--- src/ldh_pkg.sv ---
// Shared types and constants for the latency delta histogram.
// No dependencies.
package ldh_pkg;

  localparam logic [1:0] FUNC_ENTRY = 2'd0;
  localparam logic [1:0] FUNC_RDBKT = 2'd1;
  localparam logic [1:0] FUNC_RDSTAT = 2'd2;
  localparam logic [1:0] FUNC_SPARE = 2'd3;

  localparam logic [1:0] KIND_BINNED = 2'd0;
  localparam logic [1:0] KIND_MISSING = 2'd1;
  localparam logic [1:0] KIND_NOTHING = 2'd2;
  localparam logic [1:0] KIND_READ = 2'd3;

  localparam logic [1:0] REG_MIN = 2'd0;
  localparam logic [1:0] REG_MAX = 2'd1;
  localparam logic [1:0] REG_WIDTH = 2'd2;
  localparam logic [1:0] REG_COUNT = 2'd3;

  localparam logic [14:0] ST_COUNT = 15'd0;
  localparam logic [14:0] ST_SUM = 15'd1;
  localparam logic [14:0] ST_SUMSQ = 15'd2;
  localparam logic [14:0] ST_MISSB = 15'd3;
  localparam logic [14:0] ST_MISSA = 15'd4;
  localparam logic [14:0] ST_UNDER = 15'd5;

  localparam int HIT_LIMIT = 8;

  // controller -> datapath
  typedef struct packed {
    logic entry;      // absorb history entry
    logic finish;     // record end: classify and update statistics
    logic div_start;
    logic div_step;
    logic bin_read;   // read bucket at computed index
    logic bin_write;  // write incremented bucket
    logic rd_bucket;  // read bucket request
    logic rd_stat;
    logic clr_step;
    logic load_out;   // capture result into output register
  } ldh_cmd_t;

  // datapath -> controller
  typedef struct packed {
    logic complete;   // record had both timestamps
    logic div_done;
    logic clr_done;
  } ldh_stat_t;

endpackage

--- src/ldh_ctrl.sv ---
// Controller state machine for the latency delta histogram.
// Depends on ldh_pkg.
module ldh_ctrl (
  input  logic               clk,
  input  logic               rst,
  input  logic               in_valid,
  output logic               in_ready,
  input  logic [1:0]         func,
  input  logic               last_entry,
  output logic               out_valid,
  input  logic               out_ready,
  input  ldh_pkg::ldh_stat_t stat,
  output ldh_pkg::ldh_cmd_t  cmd
);
  typedef enum logic [2:0] {
    CLEAR, IDLE, READ, DIVIDE, BIN_RD, BIN_WR, FINISH
  } state_t;
  state_t state;

  logic acc;
  assign in_ready = (state == IDLE) && !out_valid;
  assign acc = in_valid && in_ready;

  always_comb begin
    cmd = '0;
    cmd.clr_step = (state == CLEAR);
    cmd.entry = acc && (func == ldh_pkg::FUNC_ENTRY);
    cmd.rd_bucket = acc && (func == ldh_pkg::FUNC_RDBKT);
    cmd.rd_stat = acc && (func == ldh_pkg::FUNC_RDSTAT);
    cmd.div_start = (state == FINISH);
    cmd.div_step = (state == DIVIDE);
    cmd.bin_read = (state == DIVIDE) && stat.div_done;
    cmd.bin_write = (state == BIN_WR);
    cmd.finish = (state == BIN_WR) || ((state == FINISH) && !stat.complete);
    cmd.load_out = (state == READ) || cmd.finish;
  end

  always_ff @(posedge clk) begin
    if (rst) begin
      state <= CLEAR;
      out_valid <= 1'b0;
    end else begin
      if (out_valid && out_ready) out_valid <= 1'b0;
      case (state)
        CLEAR: if (stat.clr_done) state <= IDLE;
        IDLE: if (acc) begin
          if (func == ldh_pkg::FUNC_RDBKT || func == ldh_pkg::FUNC_RDSTAT) state <= READ;
          else if (func == ldh_pkg::FUNC_ENTRY && last_entry) state <= FINISH;
        end
        READ: begin
          out_valid <= 1'b1;
          state <= IDLE;
        end
        FINISH: if (stat.complete) state <= DIVIDE;
                else begin
                  out_valid <= 1'b1;
                  state <= IDLE;
                end
        DIVIDE: if (stat.div_done) state <= BIN_RD;
        BIN_RD: state <= BIN_WR;
        BIN_WR: begin
          out_valid <= 1'b1;
          state <= IDLE;
        end
        default: state <= IDLE;
      endcase
    end
  end

  assert property (@(posedge clk) disable iff (rst) state == CLEAR |-> !in_ready)
    else $error("request taken during clear");
  assert property (@(posedge clk) disable iff (rst) out_valid |-> !in_ready)
    else $error("request taken with result pending");
  assert property (@(posedge clk) disable iff (rst) state == BIN_WR |=> out_valid)
    else $error("binned result not shown");
endmodule
--- config.mk ---
export PLATFORM = sky130hd
export DESIGN_NAME = ldh_ctrl
export DESIGN_NICKNAME = d
export VERILOG_FILES = /design/src/ldh_pkg.sv /design/src/ldh_ctrl.sv
export SDC_FILE = /design/constraint.sdc
export NUM_CORES = 1
export LEC_CHECK = 0
export BUFFER_PORTS_ARGS = -buffer_cell sky130_fd_sc_hd__buf_2
export CAP_MARGIN = 20
export CORE_AREA = 5 5 42 44
export DETAILED_ROUTE_END_ITERATION = 10
export DIE_AREA = 0 0 47 49
export MAX_ROUTING_LAYER = met4
export PLACE_DENSITY = 0.66
export SLEW_MARGIN = 20
export SYNTH_ARGS = -nofsm -noshare
export SYNTH_HDL_FRONTEND = slang
export SYNTH_SLANG_ARGS = --single-unit
--- constraint.sdc ---
create_clock -name clk -period 2.4 [get_ports clk]
set_input_delay 0.48 -clock clk [delete_from_list [all_inputs] [get_ports clk]]
set_output_delay 0.48 -clock clk [all_outputs]
set_load 0.1 [all_outputs]
==> results of run 1 <==
-- cells in the final DEF, fill, tap and decap left out, types with 2 or more instances in the layout --
| master | Yosys | layout |
|---|---|---|
| a21o_1 | 2 | 2 |
| a21oi_1 | 2 | 2 |
| and2_2 | 0 | 3 |
| buf_2 | 3 | 21 |
| clkbuf_4 | 0 | 3 |
| dfxtp_1 | 4 | 4 |
| ha_1 | 3 | 3 |
| inv_1 | 5 | 5 |
| nand2_1 | 4 | 4 |
| nand3b_1 | 4 | 4 |
| nor2_1 | 2 | 2 |
| nor3_1 | 3 | 2 |
-- registers in the layout, indices dropped and copies added, names as in the netlist --
register,flops
out_valid,1
state,3
-- worst max-delay path, cell delays in order (launching register included) --
cell	delay, ps
dfxtp_1	590
nand2_1	160
nor3b_2	230
buf_2	460
-- power breakdown --
group	switching (uW)	leakage, uW	internal, uW
Combinational	150	0.000250	49.4
Clock	26.7	0.0000138	55.9
Sequential	15.1	0.0000328	74.1
-- area by class of cell --
class	count	area (sq um)	area share
Clock buffer	3	22.5	0.0408
Inverter	6	22.5	0.0408
Multi-Input combinational cell	38	294	0.533
Sequential cell	4	80.1	0.145
Tap cell	16	20.0	0.0363
Timing Repair Buffer	22	113	0.204
-- cell usage after synthesis, types with 2 or more instances --
| cell type | n |
|---|---|
| inv_1 | 5 |
| dfxtp_1 | 4 |
| nand2_1 | 4 |
| nand3b_1 | 4 |
| and2_1 | 3 |
| buf_2 | 3 |
| ha_1 | 3 |
| nor3_1 | 3 |
| a21o_1 | 2 |
| a21oi_1 | 2 |
| nor2_1 | 2 |
-- cell families (layout without fill, tap and decap cells) --
group / after synthesis / in the layout / share of synthesized area
flip-flops: 4 / 4 / 0.203
AND/OR/NAND/NOR: 25 / 25 / 0.389
AO/OA/AOI/OAI: 10 / 10 / 0.218
adder cells (fa/ha/maj): 3 / 3 / 0.0949
buffers and inverters: 9 / 31 / 0.0949
-- metal layers --
metal | share of wire | vias up | GRT usage
met1 | 0.41 | 184 | 0.110
met5 | 0 | - | -
met3 | 0.055 | 2 | 0.0258
li1 | - | 224 | -
met4 | 0.020 | 0 | 0.0553
met2 | 0.52 | 11 | 0.140
-- worst min-delay path by stage --
stage	from	slack [ps]	end	cells after the start
floorplan	rst	540	state[1]	1
global placement	out_valid	530	out_valid	2
detailed placement	out_valid	530	out_valid	2
CTS	rst	460	state[1]	2
global route	rst	470	state[1]	2
finish	rst	460	state[1]	2
-- through the flow --
| step | total power [uW] | instances | utilization |
|---|---|---|---|
| global route | 394 | 89 | 0.394 |
| finish | 371 | 89 | 0.394 |
| global placement | 290 | 86 | 0.378 |
| CTS | 375 | 89 | 0.394 |
| detailed placement | 291 | 86 | 0.378 |
| floorplan | 257 | 51 | - |
==> metrics.md, run 1 <==
| Metric | Value |
|---|---|
| Worst setup margin | `245 ps` |
| Postcts setup bufs | `0` |
| NumNets Final | `88` |
| Worst Path Required | `1920 ps` |
| CP Capture Type | `primary output` |
| Net count after synthesis | `64` |
| Initial antenna violation count | `0` |
| IO Pins | `22` |
| GPL Wtd Cong | `0.769` |
| Post-synth top flop | `dfxtp_1` |
| Worst-margin pin slew | `507 ps` |
| Max_cap viols | `0` |
| Final hold slack | `462 ps` |
| CP Class | `flop to primary output` |
| Clock tree buffer depth | `2` |
| # resized after CTS | `0` |
| GR Overflow Total | `0` |
| Largest cells by area after synthesis | `dfxtp_1 20%, ha_1 9.5%, nand3b_1 7.6%, and2_1 4.7%, inv_1 4.7%` |
| Die height | `49 um` |
| Top cell type's share of synthesized area | `0.203` |
| Crit-path max FO | `15` |
| Drt pass-1 iters | `2` |
| Critical Path AT | `1670 ps` |
| H-tree depth | `1` |
| DRC viols | `0` |
| Async set-or-reset flop fraction in the synthesized netlist | `0` |
| CTS Buf Count | `3` |
| Synthesis Warnings | `0` |
| CTS Hold Bufs | `0` |
| Area Overhead vs Synth | `39.6%` |
| Post-synthesis cell area | `395 sq um` |
| Placed Area | `529 sq um` |
| Largest net degree at the start of global routing | `16` |
| Vias in the first global route | `383` |
| RR Startpoint | `state[1]` |
| DIE WIDTH | `47 um` |
| GRT Util Overall | `0.0945` |
| Yosys top cell by area | `dfxtp_1` |
| Worst-Skew Late Latency | `240 ps` |
| Num rows | `14` |
| #FFs+latches synth | `4` |
| Synth Area per Inst | `7.75 sq um` |
| Average vias per placed instance | `4.73` |
| Share of cells above drive strength 1 | `0.493` |
| Leak | `0.000297 uW` |
| Worst-case vdd ir drop | `0.398 mV` |
| # diodes | `0` |
| Final HPWL DP | `794 um` |
| CTS sink count | `4` |
| Routed Antenna Nets | `0` |
| Run status | `completed` |
| Initial DRC Count | `7` |
| Slew headroom | `0.662` |
| Die area | `2300 sq um` |
| DR vias | `421` |
| First-pass GRT wire length | `1570 um` |
| Finish-stage setup viols | `0` |
| Starting Density | `0.282` |
| CTS tree | `built` |
| PD cells | `673 nW/um^2` |
| Pre-CTS WS | `384 ps` |
| Core ar. | `1400 sq um` |
| Fin. Hold Viols | `0` |
| Final setup TNS | `0 ps` |
| Post-synth EDFFs | `0` |
| Clk_skew | `0.733 ps` |
| Startpoint type of the worst setup path | `flop` |
| Reg2reg path depth | `3` |
| Peak Freq | `0.464 GHz` |
| Port Buffer Count | `21` |
| RSZ-0062 raised after global routing | `false` |
| Worst reg2reg path endpoint | `state[1]` |
| Clock slew at reported path FFs | `30 ps` |
| Final wirelength | `965 um` |
| Root buf cell | `clkbuf_4` |
| Count of different cell masters after synthesis | `27` |
| Clock period minus worst slack | `2150 ps` |
| Final instance area | `552 sq um` |
| Max Slew Vio Count | `0` |
| Critical path capture point | `cmd[5]` |
| Crit. Startpoint | `state[1]` |
| Drt wl/cell | `10.8 um` |
| Register-to-register setup slack | `1080 ps` |
| Worst hold path type | `primary input to flop` |
| Filler instances | `156` |
| Ratio of final minimum period to clock period | `0.898` |
| Post-synthesis sequential area ratio | `0.203` |
| Post-Syn Instances | `51` |
Note: power is estimated with default switching activity, not from simulation.
==> run 2: changes to the inputs <==
- ABC_AREA: unset -> 1
- MAX_ROUTING_LAYER: met4 -> unset
- PLACE_DENSITY: 0.66 -> 0.67
==> run 2 against run 1 <==
Via count grew 16%. Clock skew grew 2.2 ps. Critical path depth grew 4. Register-to-register slack gained 50 ps. Combinational power grew 79%. Hold slack lost 44 ps. Clock-buffer cell count is the same. Setup slack lost 98 ps. Utilization grew 3.7 points. Global-route usage grew 0.89 points. Clock power is essentially flat. Largest cell class unchanged.
==> metrics.md, run 2 <==
| Metric | Value |
|---|---|
| Run status | `completed` |
| Post-synthesis cell area | `408 sq um` |
| Register-to-register setup slack | `1130 ps` |
| Die area | `2300 sq um` |
| Final wirelength | `1020 um` |
| Initial DRC Count | `11` |
| Clock slew at reported path FFs | `40 ps` |
| Top flop regs | `state: 3 flops, out_valid: 1 flops` |
| Num rows | `14` |
| Final hold slack | `418 ps` |
| Worst-case vdd ir drop | `0.298 mV` |
| RSZ-0062 raised after global routing | `false` |
| Clk_skew | `2.89 ps` |
| Average vias per placed instance | `4.58` |
| CTS Buf Count | `3` |
| First-pass GRT wire length | `1760 um` |
| Commonest non-fill, non-tap cell in the layout | `buf_2` |
| Starting Density | `0.291` |
| Most frequent cells in the layout | `21 x buf_2, 17 x inv_1, 11 x nand2_1, 5 x nand4_1` |
| Core ar. | `1400 sq um` |
| Die height | `49 um` |
| Top cell type's share of synthesized area | `0.196` |
| Worst-margin pin slew | `487 ps` |
| GPL Wtd Cong | `0.713` |
| # diodes | `0` |
| Synth top cells by count | `17 x inv_1, 13 x nand2_1, 5 x nand3_1, 5 x nand4_1, 5 x nor2_1` |
| Placed Area | `581 sq um` |
| Largest cells by area after synthesis | `dfxtp_1 20%, inv_1 16%, nand2_1 12%, ha_1 9.2%, nand4_1 7.7%` |
| CTS tree | `built` |
| Postcts setup bufs | `0` |
| Worst-Skew Late Latency | `230 ps` |
| Root buf cell | `clkbuf_4` |
| CP Class | `flop to primary output` |
| Post-Syn Instances | `68` |
| Largest register FFs | `3` |
| Clock tree buffer depth | `2` |
| Slew headroom | `0.677` |
| Synth Area per Inst | `6.00 sq um` |
| #FFs+latches synth | `4` |
| Most flops, register | `state` |
| PnR Total Power | `548 uW` |
| CTS Hold Bufs | `0` |
| Drt pass-1 iters | `4` |
| # resized after CTS | `0` |
| CTS sink count | `4` |
| Top-count cell post-synth | `inv_1` |
| Finish-stage setup viols | `0` |
| H-tree depth | `1` |
| IO Pins | `22` |
| Fin. Hold Viols | `0` |
| Final HPWL DP | `877 um` |
| Largest net degree at the start of global routing | `9` |
| NumNets Final | `106` |
| Area Overhead vs Synth | `47.9%` |
| PD cells | `908 nW/um^2` |
| Worst Path Required | `1920 ps` |
| Synthesis Warnings | `0` |
| DIE WIDTH | `47 um` |
| Crit-path max FO | `6` |
| GR Overflow Total | `0` |
| Post-synth EDFFs | `0` |
| Max_cap viols | `0` |
| Port Buffer Count | `21` |
| CP Capture Type | `primary output` |
| Startpoint type of the worst setup path | `flop` |
| DR vias | `490` |
| Net count after synthesis | `81` |
| Vias in the first global route | `471` |
| Count of different cell masters after synthesis | `17` |
| GRT Util Overall | `0.103` |
| Final instance area | `603 sq um` |
| Peak Freq | `0.444 GHz` |
| Clock period minus worst slack | `2250 ps` |
| Worst hold path type | `primary input to flop` |
| DRC viols | `0` |
| Yosys top cell by area | `dfxtp_1` |
| Max Slew Vio Count | `0` |
| Async set-or-reset flop fraction in the synthesized netlist | `0` |
| Share of cells above drive strength 1 | `0.462` |
| Initial antenna violation count | `0` |
| Leak | `0.000376 uW` |
| Critical Path AT | `1770 ps` |
| Post-synthesis sequential area ratio | `0.196` |
| Routed Antenna Nets | `0` |
| Drt wl/cell | `9.50 um` |
| Post-synth top flop | `dfxtp_1` |
| Ratio of final minimum period to clock period | `0.938` |
-- run 2: critical path, cell delays in order (launching register included) --
cell	delay (ps)
dfxtp_1	470
inv_2	100
nor2_4	140
nand2_2	100
nor2_4	140
nand2_4	80
nor2_4	90
buf_2	420
-- run 2: cell type report --
class                   instances  area (sq um)
multi-input cells              43           299
flip-flops and latches          4          81.3
clock buffers                   3          22.5
fillers                       158           798
well taps                      16          20.0
inverters                      20          75.1
repair buffers                 21           105
-- run 2: metal layers --
layer	global-route usage	wire length, um	vias to the layer above
met5	0	0	-
met4	0.0829	0	0
met3	0.0258	80	0
met2	0.161	516	22
met1	0.112	418	212
li1	-	-	256
-- run 2: path summary, 6_finish.rpt --
| kind | from | endpoint | depth (start not counted) |
|---|---|---|---|
| setup / recovery | state[0] | cmd[3] | 7 |
| hold reg to reg | out_valid | out_valid | 4 |
| hold / removal | rst | state[2] | 2 |
| setup reg to reg | state[2] | state[0] | 7 |
-- run 2: kinds of logic after synthesis --
family	count (synthesis)	synth area share
AND/OR/NAND/NOR	36	0.454
buffers and inverters	21	0.202
AO/OA/AOI/OAI	4	0.0552
flip-flops	4	0.196
adder cells (fa/ha/maj)	3	0.0920
-- run 2: stage by stage --
stage | setup WS, ps | util | cells | TNS (ps)
after CTS | 124 | 0.430 | 107 | 0
after global routing | 37.0 | 0.430 | 107 | 0
final | 148 | 0.430 | 107 | 0
after global placement | 388 | 0.414 | 104 | 0
after floorplan | -315 | - | 68 | -410
after detailed placement | 376 | 0.414 | 104 | 0
-- run 2: where the power goes --
| group | switching, uW | internal (uW) | leakage, uW |
|---|---|---|---|
| Clock | 26.5 | 55.9 | 0.0000138 |
| Combinational | 286 | 70.9 | 0.000329 |
| Sequential | 27.5 | 80.5 | 0.0000333 |
==> run 3: changes to the inputs <==
--- a/config.mk
+++ b/config.mk
@@ -7,10 +7,10 @@
 export LEC_CHECK = 0
 export ABC_AREA = 1
-export BUFFER_PORTS_ARGS = -buffer_cell sky130_fd_sc_hd__buf_2
 export CAP_MARGIN = 20
 export CORE_AREA = 5 5 42 44
 export DETAILED_ROUTE_END_ITERATION = 10
 export DIE_AREA = 0 0 47 49
-export PLACE_DENSITY = 0.67
+export DONT_BUFFER_PORTS = 1
+export PLACE_DENSITY = 0.53
 export SLEW_MARGIN = 20
 export SYNTH_ARGS = -nofsm -noshare
==> constraint.sdc (replaced) <==
create_clock -name clk -period 2.4 [get_ports clk]
set_input_delay 0.6 -clock clk [delete_from_list [all_inputs] [get_ports clk]]
set_output_delay 0.6 -clock clk [all_outputs]
set_load 0.02 [all_outputs]
==> run 3 against run 2 <==
Via count down 14%. Cell count down 18%. Hold slack better by 14 ps. First-iteration DRC count down 82%. Design area down 24%. Die area unchanged. Setup slack better by 58 ps. Critical path depth down 1. Critical endpoint unchanged. Register-to-register slack worse by 30 ps. Wire length down 7.7%.
==> metrics.md, run 3 (synthesized netlist as in run 2, its figures left out) <==
| Metric | Value |
|---|---|
| # resized after CTS | `0` |
| CP Capture Type | `primary output` |
| Peak Freq | `0.456 GHz` |
| Average vias per placed instance | `4.78` |
| Largest net degree at the start of global routing | `9` |
| P_sw | `161 uW` |
| Sequential share of power | `0.317` |
| Final HPWL DP | `833 um` |
| RSZ-0062 raised after global routing | `false` |
| Max Slew Vio Count | `0` |
| # diodes | `0` |
| Most frequent cells in the layout | `17 x inv_1, 13 x nand2_1, 5 x nand3_1, 5 x nor2_1, 5 x nand4_1` |
| Final hold slack | `432 ps` |
| Clock share of power | `0.242` |
| PnR Total Power | `340 uW` |
| GRT Util Overall | `0.0908` |
| Core ar. | `1400 sq um` |
| Num rows | `14` |
| Worst path bufs/invs | `1` |
| Finished Layout Cells | `88` |
| Critical-path top delay cell | `dfxtp_1` |
| CTS tree | `built` |
| Run status | `completed` |
| Clk_skew | `7.79 ps` |
| Worst path max stage delay | `430 ps` |
| Slew headroom | `0.546` |
| Final setup TNS | `0 ps` |
| H-tree depth | `1` |
| Drt pass-1 iters | `4` |
| Fin. Hold Viols | `0` |
| Startpoint type of the worst setup path | `flop` |
| Worst-Skew Late Latency | `240 ps` |
| Cell mode on critical path | `nor2_4` |
| Clock period minus worst slack | `2190 ps` |
| Vias in the first global route | `401` |
| Die area | `2300 sq um` |
| Worst-margin pin slew | `675 ps` |
| Root buf cell | `clkbuf_4` |
| Critical Path AT | `1590 ps` |
| Net Sw Frac | `0.473` |
| Crit-path max FO | `6` |
| Top flop regs | `state: 3 flops, out_valid: 1 flops` |
| Clock slew at reported path FFs | `40 ps` |
| Initial antenna violation count | `0` |
| Pint | `179 uW` |
| CP Cell Sequence | `inv_2 -> nor2_4 -> nand2_2 -> nor2_4 -> nand2_1 -> nor2_1` |
| CTS Hold Bufs | `0` |
| PD cells | `743 nW/um^2` |
| Worst-case vdd ir drop | `0.285 mV` |
| Worst hold path type | `primary input to flop` |
| Ratio of final minimum period to clock period | `0.914` |
| Post-layout util | `0.327` |
| Crit path max-delay family | `simple AND/OR/NAND/NOR gates` |
| Final wirelength | `938 um` |
| DR vias | `421` |
| Area Overhead vs Synth | `12.3%` |
| First-pass GRT wire length | `1510 um` |
| Most flops, register | `state` |
| Finish-stage setup viols | `0` |
| Max_cap viols | `0` |
| IO Pins | `22` |
| Share of cells above drive strength 1 | `0.194` |
| Worst Path Required | `1800 ps` |
| Leak | `0.000268 uW` |
| Drt wl/cell | `10.7 um` |
| GPL Wtd Cong | `0.700` |
| CP Class | `flop to primary output` |
| Largest register FFs | `3` |
| Port Buffer Count | `0` |
| Initial DRC Count | `2` |
| Clock tree buffer depth | `2` |
| DIE WIDTH | `47 um` |
| CTS Buf Count | `3` |
| GR Overflow Total | `0` |
| Starting Density | `0.291` |
| Routed Antenna Nets | `0` |
| NumNets Final | `87` |
| Postcts setup bufs | `0` |
| Commonest non-fill, non-tap cell in the layout | `inv_1` |
| Post-Place Cells | `85` |
| CTS sink count | `4` |
| DRC viols | `0` |
| Logic pwr share | `0.441` |
| Die height | `49 um` |
run 3: changes by cell type in the layout (fill, tap and decap cells not counted), sizes merged:
cell	delta
buf	-19
run 3: worst reg2reg max path, stage by stage (launching register included):
cell and delay [ps]:
dfxtp_1 450, nand2_1 130, nor2_2 250, nand2_1 90, nand2_1 110, inv_2 50, nand3_1 60, a21oi_1 60
run 3: final timing paths:
path / startpoint / end / slack, ps / cells after the start
setup / recovery: state[0] / cmd[3] / 210 / 6
hold / removal: rst / state[2] / 430 / 1
setup reg to reg: state[1] / state[1] / 1100 / 7
hold reg to reg: state[1] / state[1] / 640 / 2
run 3: cell type report:
type | instances | area (sq um)
Fill cell | 176 | 943
Multi-Input combinational cell | 43 | 245
Sequential cell | 4 | 80.1
Inverter | 20 | 75.1
Clock buffer | 3 | 22.5
Tap cell | 16 | 20.0
Timing Repair Buffer | 2 | 15.0
run 3: layer usage:
| metal | part of all wire | track usage |
|---|---|---|
| met3 | 0.090 | 0.0627 |
| met1 | 0.38 | 0.0921 |
| met2 | 0.53 | 0.145 |
| met5 | 0 | 0 |
| met4 | 0 | 0.0276 |
run 3: power by group through the flow:
stage	Sequential (uW)	Combinational, uW	Clock, uW
3_5_place_dp	109	152	0
6_report	108	150	82.4
3_3_place_gp	109	152	0
5_1_grt	112	169	93.1
2_1_floorplan	100	137	0
4_1_cts	108	152	85.7
run 3: per-stage QoR:
step / instance area (sq um) / worst slack, ps
floorplan: 408 / 578
global placement: 435 / 511
detailed placement: 435 / 452
CTS: 458 / 191
global route: 458 / 82.5
finish: 458 / 206
